`config.mk`:
```
export PLATFORM = sky130hd
export DESIGN_NAME = tpbc_accum
export DESIGN_NICKNAME = d
export VERILOG_FILES = /design/src/sv/tpbc_pkg.sv /design/src/sv/tpbc_accum.sv
export SDC_FILE = /design/constraint.sdc
export NUM_CORES = 2
export LEC_CHECK = 0
export BUFFER_PORTS_ARGS = -buffer_cell sky130_fd_sc_hd__buf_4
export CAP_MARGIN = 30
export CELL_PAD_IN_SITES_DETAIL_PLACEMENT = 2
export CELL_PAD_IN_SITES_GLOBAL_PLACEMENT = 2
export CORE_UTILIZATION = 36
export DETAILED_ROUTE_END_ITERATION = 10
export PLACE_DENSITY_LB_ADDON = 0.1
export SLEW_MARGIN = 10
export SYNTH_ARGS = -nofsm -noshare
export SYNTH_HDL_FRONTEND = slang
export SYNTH_SLANG_ARGS = --single-unit
```
`constraint.sdc`:
```
create_clock -name clk -period 14 [get_ports clk]
set_clock_uncertainty 0.15 [all_clocks]
set_input_delay 0 -clock clk [delete_from_list [all_inputs] [get_ports clk]]
set_output_delay 0 -clock clk [all_outputs]
set_load 0.005 [all_outputs]
```
`src/sv/tpbc_pkg.sv`:
```
`timescale 1ns / 1ps
package tpbc_pkg;

    localparam int AXES         = 3;
    localparam int COORD_WIDTH  = 24;
    localparam int WEIGHT_WIDTH = 16;
    localparam int WSET_WIDTH   = AXES * WEIGHT_WIDTH;
    localparam int FRAC_SHIFT   = 12;
    localparam int PROD_WIDTH   = WEIGHT_WIDTH + COORD_WIDTH;
    localparam int DOT_WIDTH    = PROD_WIDTH + 2;
    localparam int SHIFT_WIDTH  = DOT_WIDTH - FRAC_SHIFT;
    localparam int BIAS_WIDTH   = SHIFT_WIDTH + 1;

    localparam int MAX_POINTS   = 65536;
    localparam int CNT_WIDTH    = $clog2(MAX_POINTS + 1);
    localparam int SUM_WIDTH    = COORD_WIDTH + CNT_WIDTH;
    localparam int STEP_WIDTH   = $clog2(SUM_WIDTH);

    localparam int FIFO_DEPTH   = 4;
    localparam int FIFO_AW      = $clog2(FIFO_DEPTH);

    localparam int APB_AW       = 6;
    localparam int APB_DW       = 64;
    localparam int REG_LSB      = 3;

    typedef logic signed [COORD_WIDTH-1:0] coord_t;

    localparam coord_t COORD_HI = {1'b0, {(COORD_WIDTH-1){1'b1}}};
    localparam coord_t COORD_LO = {1'b1, {(COORD_WIDTH-1){1'b0}}};

    localparam logic [WEIGHT_WIDTH-1:0] WEIGHT_ONE = WEIGHT_WIDTH'(1 << FRAC_SHIFT);

    typedef struct packed {
        coord_t [AXES-1:0] c;
        logic              last;
    } point_t;

    typedef struct packed {
        logic [AXES-1:0][WSET_WIDTH-1:0] w;
        coord_t [AXES-1:0]               off;
    } cfg_t;

    typedef enum logic [REG_LSB-1:0] {
        REG_X_WEIGHTS = 3'd0,
        REG_Y_WEIGHTS = 3'd1,
        REG_Z_WEIGHTS = 3'd2,
        REG_X_OFFSET  = 3'd3,
        REG_Y_OFFSET  = 3'd4,
        REG_Z_OFFSET  = 3'd5
    } reg_idx_t;

    typedef enum logic [1:0] {
        DIV_IDLE,
        DIV_RUN,
        DIV_DONE
    } div_state_t;

endpackage

```
`src/sv/tpbc_accum.sv`:
```
`timescale 1ns / 1ps
module tpbc_accum
    import tpbc_pkg::*;
(
    input  logic   clk,
    input  logic   rst_n,
    input  logic   in_valid,
    output logic   in_ready,
    input  point_t in_item,
    output logic   out_valid,
    input  logic   out_ready,
    output coord_t min_x,
    output coord_t min_y,
    output coord_t min_z,
    output coord_t max_x,
    output coord_t max_y,
    output coord_t max_z,
    output coord_t mean_x,
    output coord_t mean_y,
    output coord_t mean_z
);

    div_state_t state_reg, state_next;

    coord_t                      lo_reg   [AXES], lo_next   [AXES];
    coord_t                      hi_reg   [AXES], hi_next   [AXES];
    logic signed [SUM_WIDTH-1:0] sum_reg  [AXES], sum_next  [AXES];
    logic [CNT_WIDTH-1:0]        cnt_reg, cnt_next;

    coord_t                      res_lo_reg [AXES], res_lo_next [AXES];
    coord_t                      res_hi_reg [AXES], res_hi_next [AXES];
    logic [SUM_WIDTH-1:0]        dvd_reg    [AXES], dvd_next    [AXES];
    logic [CNT_WIDTH-1:0]        rem_reg    [AXES], rem_next    [AXES];
    logic                        neg_reg    [AXES], neg_next    [AXES];
    logic [CNT_WIDTH-1:0]        dcnt_reg, dcnt_next;
    logic [STEP_WIDTH-1:0]       step_reg, step_next;

    coord_t                      upd_lo  [AXES];
    coord_t                      upd_hi  [AXES];
    logic signed [SUM_WIDTH-1:0] upd_sum [AXES];
    logic [CNT_WIDTH-1:0]        upd_cnt;
    logic [CNT_WIDTH:0]          rsh     [AXES];
    logic [CNT_WIDTH:0]          diff    [AXES];
    logic                        keep;
    logic                        take;

    // a last item may only enter once the divider is free
    assign in_ready = !(in_item.last && state_reg != DIV_IDLE);
    assign take     = in_valid && in_ready;
    assign keep     = cnt_reg != CNT_WIDTH'(MAX_POINTS);

    always_comb
    begin
        for (int a = 0; a < AXES; a++)
        begin
            upd_lo[a]  = lo_reg[a];
            upd_hi[a]  = hi_reg[a];
            upd_sum[a] = sum_reg[a];
            if (keep)
            begin
                if ($signed(in_item.c[a]) < lo_reg[a])
                begin
                    upd_lo[a] = in_item.c[a];
                end
                if ($signed(in_item.c[a]) > hi_reg[a])
                begin
                    upd_hi[a] = in_item.c[a];
                end
                upd_sum[a] = sum_reg[a] + SUM_WIDTH'($signed(in_item.c[a]));
            end
            rsh[a]  = {rem_reg[a], dvd_reg[a][SUM_WIDTH-1]};
            diff[a] = rsh[a] - {1'b0, dcnt_reg};
        end
        upd_cnt = keep ? cnt_reg + 1'b1 : cnt_reg;
    end

    always_comb
    begin
        state_next = state_reg;
        lo_next    = lo_reg;
        hi_next    = hi_reg;
        sum_next   = sum_reg;
        cnt_next   = cnt_reg;
        res_lo_next = res_lo_reg;
        res_hi_next = res_hi_reg;
        dvd_next   = dvd_reg;
        rem_next   = rem_reg;
        neg_next   = neg_reg;
        dcnt_next  = dcnt_reg;
        step_next  = step_reg;
        out_valid  = 1'b0;

        if (take)
        begin
            if (in_item.last)
            begin
                for (int a = 0; a < AXES; a++)
                begin
                    res_lo_next[a] = upd_lo[a];
                    res_hi_next[a] = upd_hi[a];
                    neg_next[a]    = upd_sum[a][SUM_WIDTH-1];
                    dvd_next[a]    = upd_sum[a][SUM_WIDTH-1] ? -upd_sum[a] : upd_sum[a];
                    rem_next[a]    = '0;
                    lo_next[a]     = COORD_HI;
                    hi_next[a]     = COORD_LO;
                    sum_next[a]    = '0;
                end
                dcnt_next = upd_cnt;
                cnt_next  = '0;
                step_next = '0;
            end
            else
            begin
                lo_next  = upd_lo;
                hi_next  = upd_hi;
                sum_next = upd_sum;
                cnt_next = upd_cnt;
            end
        end

        unique case (state_reg)
            DIV_IDLE:
            begin
                if (take && in_item.last)
                begin
                    state_next = DIV_RUN;
                end
            end
            DIV_RUN:
            begin
                // restoring divide, one quotient bit per cycle in each lane
                for (int a = 0; a < AXES; a++)
                begin
                    if (!diff[a][CNT_WIDTH])
                    begin
                        rem_next[a] = diff[a][CNT_WIDTH-1:0];
                        dvd_next[a] = {dvd_reg[a][SUM_WIDTH-2:0], 1'b1};
                    end
                    else
                    begin
                        rem_next[a] = rsh[a][CNT_WIDTH-1:0];
                        dvd_next[a] = {dvd_reg[a][SUM_WIDTH-2:0], 1'b0};
                    end
                end
                step_next = step_reg + 1'b1;
                if (step_reg == STEP_WIDTH'(SUM_WIDTH - 1))
                begin
                    state_next = DIV_DONE;
                end
            end
            DIV_DONE:
            begin
                out_valid = 1'b1;
                if (out_ready)
                begin
                    state_next = DIV_IDLE;
                end
            end
            default:
            begin
                state_next = DIV_IDLE;
            end
        endcase
    end

    always_ff @(posedge clk or negedge rst_n)
    begin
        if (!rst_n)
        begin
            state_reg <= DIV_IDLE;
            for (int a = 0; a < AXES; a++)
            begin
                lo_reg[a]  <= COORD_HI;
                hi_reg[a]  <= COORD_LO;
                sum_reg[a] <= '0;
            end
            cnt_reg <= '0;
        end
        else
        begin
            state_reg <= state_next;
            lo_reg    <= lo_next;
            hi_reg    <= hi_next;
            sum_reg   <= sum_next;
            cnt_reg   <= cnt_next;
        end
    end

    always_ff @(posedge clk)
    begin
        res_lo_reg <= res_lo_next;
        res_hi_reg <= res_hi_next;
        dvd_reg    <= dvd_next;
        rem_reg    <= rem_next;
        neg_reg    <= neg_next;
        dcnt_reg   <= dcnt_next;
        step_reg   <= step_next;
    end

    assign min_x  = res_lo_reg[0];
    assign min_y  = res_lo_reg[1];
    assign min_z  = res_lo_reg[2];
    assign max_x  = res_hi_reg[0];
    assign max_y  = res_hi_reg[1];
    assign max_z  = res_hi_reg[2];
    assign mean_x = neg_reg[0] ? -dvd_reg[0][COORD_WIDTH-1:0] : dvd_reg[0][COORD_WIDTH-1:0];
    assign mean_y = neg_reg[1] ? -dvd_reg[1][COORD_WIDTH-1:0] : dvd_reg[1][COORD_WIDTH-1:0];
    assign mean_z = neg_reg[2] ? -dvd_reg[2][COORD_WIDTH-1:0] : dvd_reg[2][COORD_WIDTH-1:0];

endmodule

```
==> qor.yml <==
critical_path:
  startpoint: "cnt_reg[0]$_DFFE_PN0P_"
  ff2ff_path_depth: 18
  crit_slowest_cell: "or4b_4"
  r2r_slack_ns: 8.29
  r2r-end: "dvd_reg[79]$_DFFE_PP_"
  path_depth: 18
  cp-start-kind: "flop"
  worstSetupEndpoint: "dvd_reg[79]$_DFFE_PP_"
  r2r_start: "cnt_reg[0]$_DFFE_PN0P_"
  critPathKind: "reg -> reg"
  max_stage_delay_ns: 0.58
  worstPathRequired_ns: 14.26
  cp_num_buf_inv: 5
  crit_fanout: 129
  cp_top_family: "buffers and inverters"
  path_cells: "inv_1, ha_1, nor4b_4, nand4_1, buf_4, buf_12, buf_4, a21oi_1, inv_1, ha_1, and4_1, nand2_1, or4b_4, nor3_4, nand4b_4, o31ai_4, xnor2_1, mux2_2"
  crit_arrival_ns: 5.97
  cp-end-kind: "flop"
sta:
  finalHoldViolations: 0
  final_max_slew_viol_count: 0
  finalCritPeriodShare_pct: 40.76
  setup_viol: 0
  tightest_slew_ns: 1.073
  fmax_ghz: 0.1753
  max_slew_margin_pct: 27.74
  rsz0062_at_grt: "false"
  min_period_ns: 5.706
  whs_ns: 0.04084
  layout_setup_ws_ns: 8.294
  setup_tns_ns: 0
synthesis:
  synth_top_area_cell: "edfxtp_1"
  async_reset_ff_share_pct: 45.40
  avgSynthCellArea_um2: 9.521
  syn_inst: 4632
  ys_ff_latch: 630
  netlist_top_cells_area: "edfxtp_1 (23%), dfrtp_1 (12%), ha_1 (9.1%), o21ai_0 (4.7%), dfstp_2 (4.3%)"
  syn_nets: 5037
  synth_top_area_share_pct: 23.42
  netlist_area_mm2: 0.04410
  synth_seq_area_share_pct: 39.85
  synth_edf_count: 344
  synthDistinctLibCells: 111
  yosys_warnings: 0
  synth_ff_type: "edfxtp_1"
route:
  ant_nets: 0
  firstDrtPassIters: 5
  vias_per_cell: 5.739
  drt_iter0_drc: 1916
  drt-total-wl_um: 156900
  vias: 38180
  wl_per_cell_um: 23.59
  drc: 0
power_and_ir_drop:
  ir_drop_mv: 0.09871
  switchingPower_mw: 5.470
  totalPowerFinal_mw: 12.46
  internal_power_mw: 6.986
  switching_share_pct: 43.91
  leakage_nw: 22.21
  pwr_density_cell_mw_per_mm2: 239.0
  sequentialPowerShare_pct: 27.1
  clkPwrFrac_pct: 18.6
  comb_power_share_pct: 54.2
layout:
  fillers: 12980
  area_delta_synth_final_pct: 18.17
  final_common_cell: "nand2_1"
  utilization_pct: 42.82
  drive_above_1_share_pct: 15.26
  regArea_mm2: 0.01758
  layout_common_cells: "nand2_1 (456), o21ai_0 (410), buf_4 (346)"
  finalNetCount: 5361
  multiInputGateArea_mm2: 0.02461
die:
  fp.dieW_um: 352.0
  coreArea_mm2: 0.1217
  io_pins: 295
  die-area_mm2: 0.1239
  num_rows: 128
  die_h_um: 352.0
  start_util_pct: 36.23
cts:
  clock_path_buffers: 3
  htreeDepth: 3
  cts_buffers: 83
  cts_tree: "done"
  cts.sinks: 630
  root_buffer: "clkbuf_16"
  clock_latency_ns: 0.68
  clk_pin_slew_ns: 0.06
run:
  maxCapViolations: 0
global_route:
  antenna_found_initial: 6
  grt_overflow: 0
  grt_use_total_pct: 24.90
  grt_pass1_vias: 41520
  grt_first_pass_wirelength_um: 246200
  grt_start_max_net_pins: 160
worst_hold_path:
  hold_path.class: "in -> reg"
placed_design:
  portBuffers: 294
  pre_cts_slack_ns: 8.343
  routabilityCongestion: 0.8144
  dp_hpwl_um: 107900
outcome:
  status: "completed"
-- power groups by stage --
| stage | sequential [mW] | clock (mW) | combinational [mW] |
|---|---|---|---|
| after detailed placement | 3.40 | 0 | 6.68 |
| after floorplan | 3.24 | 0 | 4.60 |
| after CTS | 3.38 | 2.38 | 6.78 |
| after global routing | 3.47 | 2.43 | 7.46 |
| after global placement | 3.38 | 0 | 6.46 |
| final | 3.38 | 2.32 | 6.75 |
-- stage by stage --
step / instance area (um2) / instances
6_report: 52120 / 6653
5_1_grt: 52120 / 6652
4_1_cts: 52030 / 6646
3_5_place_dp: 47910 / 6372
3_3_place_gp: 47850 / 6369
2_1_floorplan: 44100 / 4632
-- area by class of cell --
class                   count  area share (%)
flip-flops and latches    630           33.73
clock buffers             115           4.492
inverters                 255           1.837
clock inverters            41           1.104
repair buffers            477           7.711
diodes                      1        0.004801
well taps                1625           3.901
multi-input cells        3509           47.22
-- timing repair --
action                    CTS  global route
setup buffers               0             0
gates resized for setup     0             0
hold endpoints to repair  452             0
hold buffers              118             0
-- worst register-to-register path, delay by kind of cell (launching register included) --
kind	cells	cell delay [ns]
AO/OA/AOI/OAI	2	0.48
XOR/XNOR	1	0.08
adder cells (fa/ha/maj)	2	0.41
buffers and inverters	5	1.87
flip-flops	1	0.43
multiplexers	1	0.28
AND/OR/NAND/NOR	7	1.75
-- metal layers --
layer | global-route usage, % | vias to the layer above | wire, um
met1 | 32.74 | 19590 | 72170
met4 | 7.109 | 2 | 4138
met3 | 3.150 | 211 | 4568
met5 | 0 | - | 13
met2 | 42.61 | 537 | 76030
li1 | - | 17840 | -
-- how the worst min path moves through the flow --
stage / startpoint / endpoint / slack, ns / depth (start not counted)
floorplan: rst_n / cnt_reg[0]$_DFFE_PN0P_ / -0.45 / 0
global placement: rst_n / hi_reg[40]$_DFFE_PN0P_ / -0.11 / 1
detailed placement: rst_n / hi_reg[36]$_DFFE_PN0P_ / -0.11 / 1
CTS: in_item[37] / lo_reg[36]$_DFFE_PN1P_ / 0.0008 / 3
global route: in_item[67] / lo_reg[18]$_DFFE_PN1P_ / 0.03 / 3
finish: in_item[37] / lo_reg[36]$_DFFE_PN1P_ / 0.04 / 3
-- synthesized netlist by cell type (41+ instances only) --
cell type	count
and3_1	43
edfxtp_1	344
mux2_2	115
mux2i_1	41
a21oi_1	257
or3_1	49
o22a_1	69
a31oi_1	53
a21o_1	116
o21a_1	48
inv_1	254
nand3_1	110
dfstp_2	72
nand2_1	458
nand4_1	58
a22o_1	97
nor2b_1	51
xor2_1	92
nor2_1	266
nor3_1	69
ha_1	322
dfrtp_1	214
clkbuf_1	179
o21ai_0	412
xnor2_1	188
-- kinds of logic (layout without fill, tap and decap cells) --
kind of cell    count (synthesis)  count (layout)  synth area share (%)
compound gates               1423            1423                 21.69
simple gates                 1320            1320                 14.91
flops                         630             630                 39.85
buf+inv                       493             888                 4.636
fa+ha+maj                     328             328                 9.407
xor+xnor                      280             280                 5.560
mux                           158             158                 3.949
other cells                     0               1                     0
(Power assumes the default switching activity.)
