[src/sv/tpbc_pkg.sv]
`timescale 1ns / 1ps
package tpbc_pkg;

    localparam int AXES         = 3;
    localparam int COORD_WIDTH  = 24;
    localparam int WEIGHT_WIDTH = 16;
    localparam int WSET_WIDTH   = AXES * WEIGHT_WIDTH;
    localparam int FRAC_SHIFT   = 12;
    localparam int PROD_WIDTH   = WEIGHT_WIDTH + COORD_WIDTH;
    localparam int DOT_WIDTH    = PROD_WIDTH + 2;
    localparam int SHIFT_WIDTH  = DOT_WIDTH - FRAC_SHIFT;
    localparam int BIAS_WIDTH   = SHIFT_WIDTH + 1;

    localparam int MAX_POINTS   = 65536;
    localparam int CNT_WIDTH    = $clog2(MAX_POINTS + 1);
    localparam int SUM_WIDTH    = COORD_WIDTH + CNT_WIDTH;
    localparam int STEP_WIDTH   = $clog2(SUM_WIDTH);

    localparam int FIFO_DEPTH   = 4;
    localparam int FIFO_AW      = $clog2(FIFO_DEPTH);

    localparam int APB_AW       = 6;
    localparam int APB_DW       = 64;
    localparam int REG_LSB      = 3;

    typedef logic signed [COORD_WIDTH-1:0] coord_t;

    localparam coord_t COORD_HI = {1'b0, {(COORD_WIDTH-1){1'b1}}};
    localparam coord_t COORD_LO = {1'b1, {(COORD_WIDTH-1){1'b0}}};

    localparam logic [WEIGHT_WIDTH-1:0] WEIGHT_ONE = WEIGHT_WIDTH'(1 << FRAC_SHIFT);

    typedef struct packed {
        coord_t [AXES-1:0] c;
        logic              last;
    } point_t;

    typedef struct packed {
        logic [AXES-1:0][WSET_WIDTH-1:0] w;
        coord_t [AXES-1:0]               off;
    } cfg_t;

    typedef enum logic [REG_LSB-1:0] {
        REG_X_WEIGHTS = 3'd0,
        REG_Y_WEIGHTS = 3'd1,
        REG_Z_WEIGHTS = 3'd2,
        REG_X_OFFSET  = 3'd3,
        REG_Y_OFFSET  = 3'd4,
        REG_Z_OFFSET  = 3'd5
    } reg_idx_t;

    typedef enum logic [1:0] {
        DIV_IDLE,
        DIV_RUN,
        DIV_DONE
    } div_state_t;

endpackage

[src/sv/tpbc_fifo.sv]
`timescale 1ns / 1ps
module tpbc_fifo
    import tpbc_pkg::*;
(
    input  logic   clk,
    input  logic   rst_n,
    input  logic   in_valid,
    output logic   in_ready,
    input  point_t in_item,
    output logic   out_valid,
    input  logic   out_ready,
    output point_t out_item
);

    point_t             mem_reg [FIFO_DEPTH];
    logic [FIFO_AW:0]   wr_ptr_reg;
    logic [FIFO_AW:0]   rd_ptr_reg;
    logic               full;
    logic               empty;
    logic               push;
    logic               pop;

    assign full      = (wr_ptr_reg ^ rd_ptr_reg) == {1'b1, {FIFO_AW{1'b0}}};
    assign empty     = wr_ptr_reg == rd_ptr_reg;
    assign in_ready  = !full;
    assign out_valid = !empty;
    assign push      = in_valid && !full;
    assign pop       = out_ready && !empty;
    assign out_item  = mem_reg[rd_ptr_reg[FIFO_AW-1:0]];

    always_ff @(posedge clk)
    begin
        if (push)
        begin
            mem_reg[wr_ptr_reg[FIFO_AW-1:0]] <= in_item;
        end
    end

    always_ff @(posedge clk or negedge rst_n)
    begin
        if (!rst_n)
        begin
            wr_ptr_reg <= '0;
            rd_ptr_reg <= '0;
        end
        else
        begin
            if (push)
            begin
                wr_ptr_reg <= wr_ptr_reg + 1'b1;
            end
            if (pop)
            begin
                rd_ptr_reg <= rd_ptr_reg + 1'b1;
            end
        end
    end

endmodule

[config.mk]
export PLATFORM = sky130hd
export DESIGN_NAME = tpbc_fifo
export DESIGN_NICKNAME = d
export VERILOG_FILES = /design/src/sv/tpbc_pkg.sv /design/src/sv/tpbc_fifo.sv
export SDC_FILE = /design/constraint.sdc
export NUM_CORES = 1
export LEC_CHECK = 0
export BUFFER_PORTS_ARGS = -buffer_cell sky130_fd_sc_hd__buf_2
export CAP_MARGIN = 20
export CORE_MARGIN = 1.5
export CORE_UTILIZATION = 40
export CTS_BUF_LIST = sky130_fd_sc_hd__clkbuf_16
export CTS_CLUSTER_DIAMETER = 30
export DETAILED_ROUTE_END_ITERATION = 16
export PLACE_DENSITY = 0.62
export SKIP_CTS_REPAIR_TIMING = 1
export SYNTH_ARGS = -nofsm -noshare
export SYNTH_HDL_FRONTEND = slang
export SYNTH_SLANG_ARGS = --single-unit
[constraint.sdc]
create_clock -name clk -period 5.1 [get_ports clk]
set_clock_uncertainty 0.2 [all_clocks]
set_input_delay 1.02 -clock clk [delete_from_list [all_inputs] [get_ports clk]]
set_output_delay 1.02 -clock clk [all_outputs]
set_load 0.02 [all_outputs]
==> flow_metrics.tcl, run 1 <==
set metrics [dict create \
    synth-edff-count 292 \
    cts-root-buf "clkbuf_16" \
    critPathLaunchType "flip-flop" \
    drive_gt1_frac 0.500 \
    synthesis.area_sq_um 11000 \
    irDropWorstVdd_mv 0.325 \
    core-area_sq_um 27000 \
    syn_avg_cell_area_sq_um 25.7 \
    crit_family "buffers and inverters" \
    synth-seq-area-share 0.808 \
    critical_path.endpoint_type "output pin" \
    synth.area.top_cells "edfxtp_1 (79%), mux4_2 (15%), dfrtp_1 (1.4%), buf_6 (0.61%), ha_1 (0.57%)" \
    numPortBuffers 151 \
    hold_violations 0 \
    ff_latch_area_sq_um 8930 \
    worst_pin_slew_ns 1.03 \
    finalSetupViolations 0 \
    hpwl_microns 12000 \
    rrSetupSlack_ns 2.04 \
    critical_path_required_ns 3.88 \
    clk_latency_ns 0.56 \
    wl_microns 21000 \
    grt_max_degree 65 \
    fin_hold_ws_ns 0.0813 \
    slowest_stage "dfrtp_4" \
    grt_pass1_wl_microns 32500 \
    htree_levels 2 \
    ant_nets 0 \
    maxSlewHeadroom 0.314 \
    cp.arrival_ns 2.63 \
    fin_crit_ns 3.85 \
    start_util 0.409 \
    tns_ns 0 \
    routabilityCongestion 0.718 \
    drv_slew 0 \
    numCtsBuffers 60 \
    grt_pass1_vias 5818 \
    dieArea_sq_um 28600 \
    ys_top_cells_by_count "edfxtp_1 (292), mux4_2 (73), buf_2 (8)" \
    synth_top_area_share 0.794 \
    largest_register_ffs 292 \
    fmax_mhz 260 \
    ys_types 27 \
    final_cell_area_sq_um 14300 \
    cap_violations 0 \
    grt_usage 0.151 \
    synth_most_common_cell "edfxtp_1" \
    rows 60 \
    path_clk_slew_ns 0.05 \
    routed_via_density 5.07 \
    final_nets 715 \
    post-route-period-util 0.754 \
    area_growth_pct 29.1 \
    wire_per_inst_microns 20.5 \
    timing_worst_setup_path_type "reg -> out" \
    worstPathMaxFanout 42 \
    clockBufferDepth 3 \
    placed_cells 912 \
    synth_warnings 0 \
    detailed_place.area_sq_um 12200 \
    num_vias 5217 \
    cts_tree "done" \
    rsz0062_at_grt "no" \
    drc 0 \
    die_y_microns 169 \
    instances_no_fill 1028 \
    outcome "finished, final reports clean" \
    yosys_most_used_dff "edfxtp_1" \
    power-per-cell-area_nw_per_um2 685 \
    clock_sinks 298 \
    async_flop_share 0.0201 \
    fillers 2086 \
    first_pass_iters 4 \
    ios 152 \
    ys_ff_latch 298 \
    antenna_found_initial 2 \
    synthCells 429 \
    syn_nets 511 \
    drtIter0Drc 352 \
    leakagePower_uw 0.00497 \
    fp.dieW_microns 169 \
    multi_input_area_sq_um 1990 \
    slowest_delay_ns 0.79 \
    cp-startpoint "rd_ptr_reg[1]" \
    gr-total-overflow 0 \
    synth_largest_area_cell "edfxtp_1" \
    fin_util 0.527 \
    cp_cell_sequence "buf_4, mux4_2, buf_2" \
    crit_buf_inv 2 \
    r2r-start "rd_ptr_reg[1]" \
    hp-class "in -> async" \
]
-- layout by cell type (no fill, tap or decap), types with 2 or more instances in the layout --
| master | synthesis | final |
|---|---|---|
| xor2_1 | 2 | 2 |
| nand2_1 | 2 | 2 |
| a21oi_1 | 4 | 4 |
| dfrtp_4 | 0 | 2 |
| inv_1 | 3 | 9 |
| diode_2 | 0 | 3 |
| buf_4 | 1 | 8 |
| edfxtp_1 | 292 | 292 |
| nand2b_1 | 2 | 2 |
| dfrtp_1 | 6 | 4 |
| clkinv_1 | 0 | 8 |
| buf_2 | 8 | 151 |
| bufinv_16 | 0 | 9 |
| xnor2_1 | 4 | 4 |
| xor2_2 | 2 | 2 |
| inv_6 | 0 | 4 |
| ha_1 | 5 | 5 |
| clkinv_2 | 0 | 10 |
| clkinvlp_4 | 0 | 10 |
| clkinv_4 | 0 | 4 |
| o31ai_1 | 4 | 4 |
| and3_4 | 0 | 3 |
| clkbuf_16 | 0 | 60 |
| a211oi_1 | 2 | 2 |
| mux4_2 | 73 | 73 |
-- per-stage QoR --
step           setup slack [ns]  power (uW)
6_report                   1.25        9770
2_1_floorplan              1.68        5270
3_3_place_gp               1.79        5970
4_1_cts                    1.19        9920
3_5_place_dp               1.79        6030
5_1_grt                    1.10       10200
-- path summary, 6_finish.rpt --
path,endpoint,cells past startpoint
max,out_item[72],3
min,wr_ptr_reg[0],1
max reg2reg,mem_reg[2][29],4
min reg2reg,rd_ptr_reg[2],1
max in group asynchronous,rd_ptr_reg[1],1
min in group clk,rd_ptr_reg[2],1
-- where the power goes --
group	switching [uW]	leakage (uW)	internal, uW
Clock	1240	0.00100	2600
Sequential	202	0.00274	3270
Combinational	1460	0.00122	984
-- kinds of logic after synthesis --
| family | synth area share |
|---|---|
| adder cells (fa/ha/maj) | 0.00567 |
| flip-flops | 0.808 |
| XOR/XNOR | 0.00918 |
| AND/OR/NAND/NOR | 0.00487 |
| buffers and inverters | 0.0135 |
| AO/OA/AOI/OAI | 0.00918 |
| multiplexers | 0.150 |
-- per-layer routing --
| layer | global-route usage | wire (microns) |
|---|---|---|
| met1 | 0.185 | 8560 |
| met2 | 0.253 | 10500 |
| met3 | 0.0541 | 1580 |
| met4 | 0.0481 | 427 |
| met5 | 0 | 0 |
-- cell type report --
cell class | instances | share of cell area
sequential | 298 | 0.626
multi-input combinational | 110 | 0.140
clock buffer | 60 | 0.105
timing repair buffer | 160 | 0.0586
clock inverter | 53 | 0.0389
tap | 341 | 0.0299
inverter | 3 | 0.000790
antenna | 3 | 0.000527
-- worst register-to-register path, stage by stage (launching register included) --
cell     delay (ns)
dfrtp_4        0.79
xnor2_1        0.31
nand3_2        0.17
and3_4         0.90
buf_4          0.38
No activity file was read; power rests on OpenSTA's default activity.
==> run 2: changes to the inputs <==
Clock period 5.1 ns to 3.7 ns, I/O delays scaled along.
==> run 2 against run 1 <==
  * Setup slack worse by 0.88 ns
  * First-iteration DRC count is 25% higher
  * Critical path type unchanged
  * Register-to-register slack worse by 0.87 ns
  * Flip-flop and latch count stayed put
==> flow_metrics.tcl, run 2 (same netlist as run 1, synthesis figures left out) <==
set metrics [dict create \
    outcome "finished, final reports clean" \
    routabilityCongestion 0.728 \
    r2r-start "rd_ptr_reg[0]" \
    fmax_mhz 300 \
    tns_ns 0 \
    drc 0 \
    fillers 2112 \
    finalSetupViolations 0 \
    worst_r2r_path_depth 4 \
    cap_violations 0 \
    grt_max_degree 74 \
    cts-root-buf "clkbuf_16" \
    num_vias 5162 \
    r2r-end "mem_reg[2][11]" \
    fp.dieW_microns 169 \
    layout_commonest_cell "edfxtp_1" \
    drtIter0Drc 439 \
    critical_path.endpoint_type "output pin" \
    worstPathMaxFanout 34 \
    hold_start "in_item[50]" \
    core-area_sq_um 27000 \
    hp-class "in -> reg" \
    grt_usage 0.151 \
    rrSetupSlack_ns 1.17 \
    hpwl_microns 12500 \
    clk_latency_ns 0.54 \
    die_y_microns 169 \
    ant_nets 0 \
    routed_via_density 5.07 \
    hold_end "mem_reg[0][50]" \
    rows 60 \
    antenna_found_initial 7 \
    hold_violations 0 \
    leakagePower_uw 0.00493 \
    clockBufferDepth 3 \
    ios 152 \
    timing_worst_setup_path_type "reg -> out" \
    fin_crit_ns 3.33 \
    final_cell_mix "edfxtp_1 (292), buf_2 (151), mux4_2 (73)" \
    htree_levels 2 \
    start_util 0.409 \
    fin_ws_ns 0.372 \
    first_pass_iters 4 \
    grt_pass1_vias 5787 \
    cts_tree "done" \
    drv_slew 0 \
    largest_register_ffs 292 \
    wl_microns 21200 \
    irDropWorstVdd_mv 0.396 \
    wire_per_inst_microns 20.8 \
    area_growth_pct 28.4 \
    rsz0062_at_grt "no" \
    placed_cells 913 \
    cp.arrival_ns 2.39 \
    critPathLaunchType "flip-flop" \
    grt_pass1_wl_microns 32400 \
    worstHoldPathCells 1 \
    gr-total-overflow 0 \
    post-route-period-util 0.900 \
    path_clk_slew_ns 0.05 \
    critical_path_required_ns 2.76 \
    power-per-cell-area_nw_per_um2 935 \
    worst_pin_slew_ns 0.688 \
    numCtsBuffers 53 \
    dp_slack_ns 0.845 \
    dieArea_sq_um 28600 \
    drive_gt1_frac 0.493 \
    final_nets 710 \
    numPortBuffers 151 \
    instances_no_fill 1019 \
    maxSlewHeadroom 0.541 \
    clock_sinks 298 \
]
## run 2: cell types whose count changed in the layout (fill, tap and decap cells not counted), moves of 2 or more
cell,before,now
buf_12,1,5
buf_4,8,5
clkbuf_16,60,55
clkinv_1,8,6
clkinv_2,10,5
clkinvlp_4,10,5
diode_2,3,5
inv_6,4,8
inv_8,0,2
## run 2: how the worst max path moves through the flow
stage	from	endpoint	slack [ns]	cells past startpoint
floorplan	rd_ptr_reg[1]	mem_reg[1][0]	0.39	4
global route	rd_ptr_reg[0]	out_item[72]	0.21	3
CTS	rd_ptr_reg[0]	out_item[67]	0.27	3
detailed placement	rd_ptr_reg[0]	out_item[67]	0.84	3
finish	rd_ptr_reg[0]	out_item[1]	0.37	3
global placement	rd_ptr_reg[0]	out_item[67]	0.84	3
## run 2: critical path, stage by stage, from the launching register on
cell	delay [ns]
dfrtp_4	0.73
buf_12	0.35
mux4_2	0.58
buf_2	0.18
## run 2: layer usage
metal / routed length, microns / GRT usage / vias up
met4: 521 / 0.0535 / 6
met3: 1420 / 0.0529 / 48
met2: 10100 / 0.243 / 150
li1: - / - / 2275
met1: 9100 / 0.192 / 2683
met5: 43 / 0 / -
## run 2: report_power, final
group          internal, uW  leakage [uW]  switching (uW)
combinational          1400       0.00125            2050
clock                  3410      0.000941            1620
sequential             4500       0.00274             271
## run 2: per-stage QoR
stage / hold WS [ns] / utilization / total power (uW) / instance area, sq um
final: 0.211 / 0.524 / 13300 / 14200
after global routing: 0.191 / 0.524 / 13800 / 14200
after CTS: -0.188 / 0.524 / 13500 / 14100
after detailed placement: 0.371 / 0.453 / 8390 / 12200
after global placement: 0.358 / 0.453 / 8310 / 12200
after floorplan: 0.244 / - / 7260 / 11000
## run 2: area by class of cell
| class | instances | area (sq um) | share of cell area |
|---|---|---|---|
| Timing Repair Buffer | 162 | 903 | 0.0637 |
| Inverter | 3 | 11.3 | 0.000795 |
| Antenna cell | 5 | 12.5 | 0.000883 |
| Tap cell | 341 | 427 | 0.0301 |
| Multi-Input combinational cell | 110 | 1990 | 0.140 |
| Sequential cell | 298 | 8930 | 0.630 |
| Clock inverter | 45 | 527 | 0.0372 |
| Clock buffer | 55 | 1380 | 0.0971 |
==> run 3: changes to the inputs <==
Settings changed: PLACE_DENSITY 0.62 to not set, PLACE_DENSITY_LB_ADDON set to 0.12.
==> run 3 against run 2 <==
  * Critical path depth unchanged
  * Die area unchanged
  * Non-clock buffer count up 4
  * Via count rose by 2.0%
  * Sequential share of layout area fell by 1.7 points
  * Critical endpoint is now out_item[69]
==> flow_metrics.tcl, run 3 (same netlist as run 1, synthesis figures left out) <==
set metrics [dict create \
    worstPathMaxFanout 27 \
    path_clk_slew_ns 0.04 \
    fp.dieW_microns 169 \
    p_sw_frac 0.295 \
    outcome "finished, final reports clean" \
    gr-total-overflow 0 \
    cts-root-buf "clkbuf_16" \
    detailed_place.area_sq_um 12300 \
    cap_violations 0 \
    core-area_sq_um 27000 \
    rows 60 \
    grt_pass1_vias 5960 \
    htree_levels 3 \
    wl_microns 21700 \
    wire_per_inst_microns 20.8 \
    drive_gt1_frac 0.497 \
    rsz0062_at_grt "no" \
    drtIter0Drc 300 \
    ant_nets 0 \
    fmax_mhz 300 \
    numCtsBuffers 67 \
    leakagePower_uw 0.00516 \
    post-route-period-util 0.902 \
    die_y_microns 169 \
    first_pass_iters 4 \
    crit_family "flip-flops" \
    rrSetupSlack_ns 1.17 \
    power_frac_seq 0.344 \
    clk_latency_ns 0.54 \
    cp_cell_sequence "buf_4, mux4_2, buf_2" \
    fin_crit_ns 3.34 \
    critPathLaunchType "flip-flop" \
    final_nets 728 \
    fillers 2092 \
    hp-class "in -> reg" \
    maxSlewHeadroom 0.614 \
    area_growth_pct 31.9 \
    grt_pass1_wl_microns 33300 \
    drv_slew 0 \
    power-per-cell-area_nw_per_um2 962 \
    p_sw_uw 4140 \
    timing_worst_setup_path_type "reg -> out" \
    layout_commonest_cell "edfxtp_1" \
    final_cell_area_sq_um 14600 \
    slowest_stage "dfrtp_4" \
    hold_violations 0 \
    start_util 0.409 \
    crit_buf_inv 2 \
    grt_usage 0.157 \
    worst_pin_slew_ns 0.580 \
    grt_max_degree 51 \
    power_uw 14000 \
    critical_path_required_ns 2.76 \
    clock_sinks 298 \
    critical_path.endpoint_type "output pin" \
    dieArea_sq_um 28600 \
    final_cell_mix "edfxtp_1 (292), buf_2 (151), mux4_2 (73)" \
    antenna_found_initial 3 \
    routed_via_density 5.06 \
    clockBufferDepth 3 \
    slowest_delay_ns 0.79 \
    largest_register_ffs 292 \
    routabilityCongestion 0.698 \
    irDropWorstVdd_mv 0.744 \
    cp.arrival_ns 2.40 \
    finalSetupViolations 0 \
    tns_ns 0 \
    p_clk_frac 0.409 \
    drc 0 \
    hpwl_microns 12500 \
    combPwrFrac 0.247 \
    p_int_uw 9880 \
    numPortBuffers 151 \
    ios 152 \
    cts_tree "done" \
    num_vias 5266 \
]
run 3: cell count changes in the layout (fill, tap and decap cells not counted), sizes merged:
| cell | delta |
|---|---|
| bufinv | -1 |
| clkinvlp | -1 |
| clkbuf | +12 |
| clkinv | +8 |
| inv | +3 |
| diode | -4 |
| buf | +4 |
run 3: per-layer routing:
| metal | global-route usage | wire length (microns) | vias up |
|---|---|---|---|
| met5 | 0 | 29 | - |
| li1 | - | - | 2317 |
| met4 | 0.0646 | 451 | 4 |
| met2 | 0.254 | 10600 | 162 |
| met3 | 0.0478 | 1220 | 42 |
| met1 | 0.197 | 9360 | 2741 |
run 3: power by group through the flow:
| stage | Clock, uW | Sequential, uW | Combinational (uW) |
|---|---|---|---|
| 2_1_floorplan | 0 | 4720 | 2540 |
| 3_3_place_gp | 0 | 4850 | 3550 |
| 3_5_place_dp | 0 | 4890 | 3560 |
| 4_1_cts | 5840 | 4840 | 3570 |
| 5_1_grt | 6010 | 4890 | 3740 |
| 6_report | 5730 | 4810 | 3470 |
run 3: worst paths after layout:
path | endpoint | start | depth (start not counted)
worst min-delay path | mem_reg[2][61] | in_item[61] | 1
max in group asynchronous | rd_ptr_reg[0] | rst_n | 2
worst max-delay path | out_item[69] | rd_ptr_reg[0] | 3
worst min register to register | rd_ptr_reg[2] | rd_ptr_reg[2] | 1
worst max register to register | mem_reg[0][52] | rd_ptr_reg[0] | 4
min in group asynchronous | wr_ptr_reg[1] | rst_n | 2
run 3: layout make-up:
cell class | count | area [sq um] | share of cell area
Antenna cell | 1 | 2.50 | 0.000172
Clock inverter | 54 | 574 | 0.0394
Sequential cell | 298 | 8930 | 0.613
Tap cell | 341 | 427 | 0.0293
Timing Repair Buffer | 166 | 958 | 0.0658
Clock buffer | 67 | 1680 | 0.115
Multi-Input combinational cell | 110 | 1990 | 0.137
Inverter | 3 | 11.3 | 0.000773
run 3: metrics by stage:
| step | hold WS (ns) | setup WS (ns) | utilization | std cells |
|---|---|---|---|---|
| 6_report | 0.211 | 0.364 | 0.539 | 1040 |
| 5_1_grt | 0.194 | 0.198 | 0.539 | 1039 |
| 3_3_place_gp | 0.360 | 0.843 | 0.455 | 917 |
| 3_5_place_dp | 0.367 | 0.836 | 0.455 | 917 |
| 2_1_floorplan | 0.244 | 0.390 | - | 429 |
| 4_1_cts | -0.198 | 0.256 | 0.538 | 1038 |
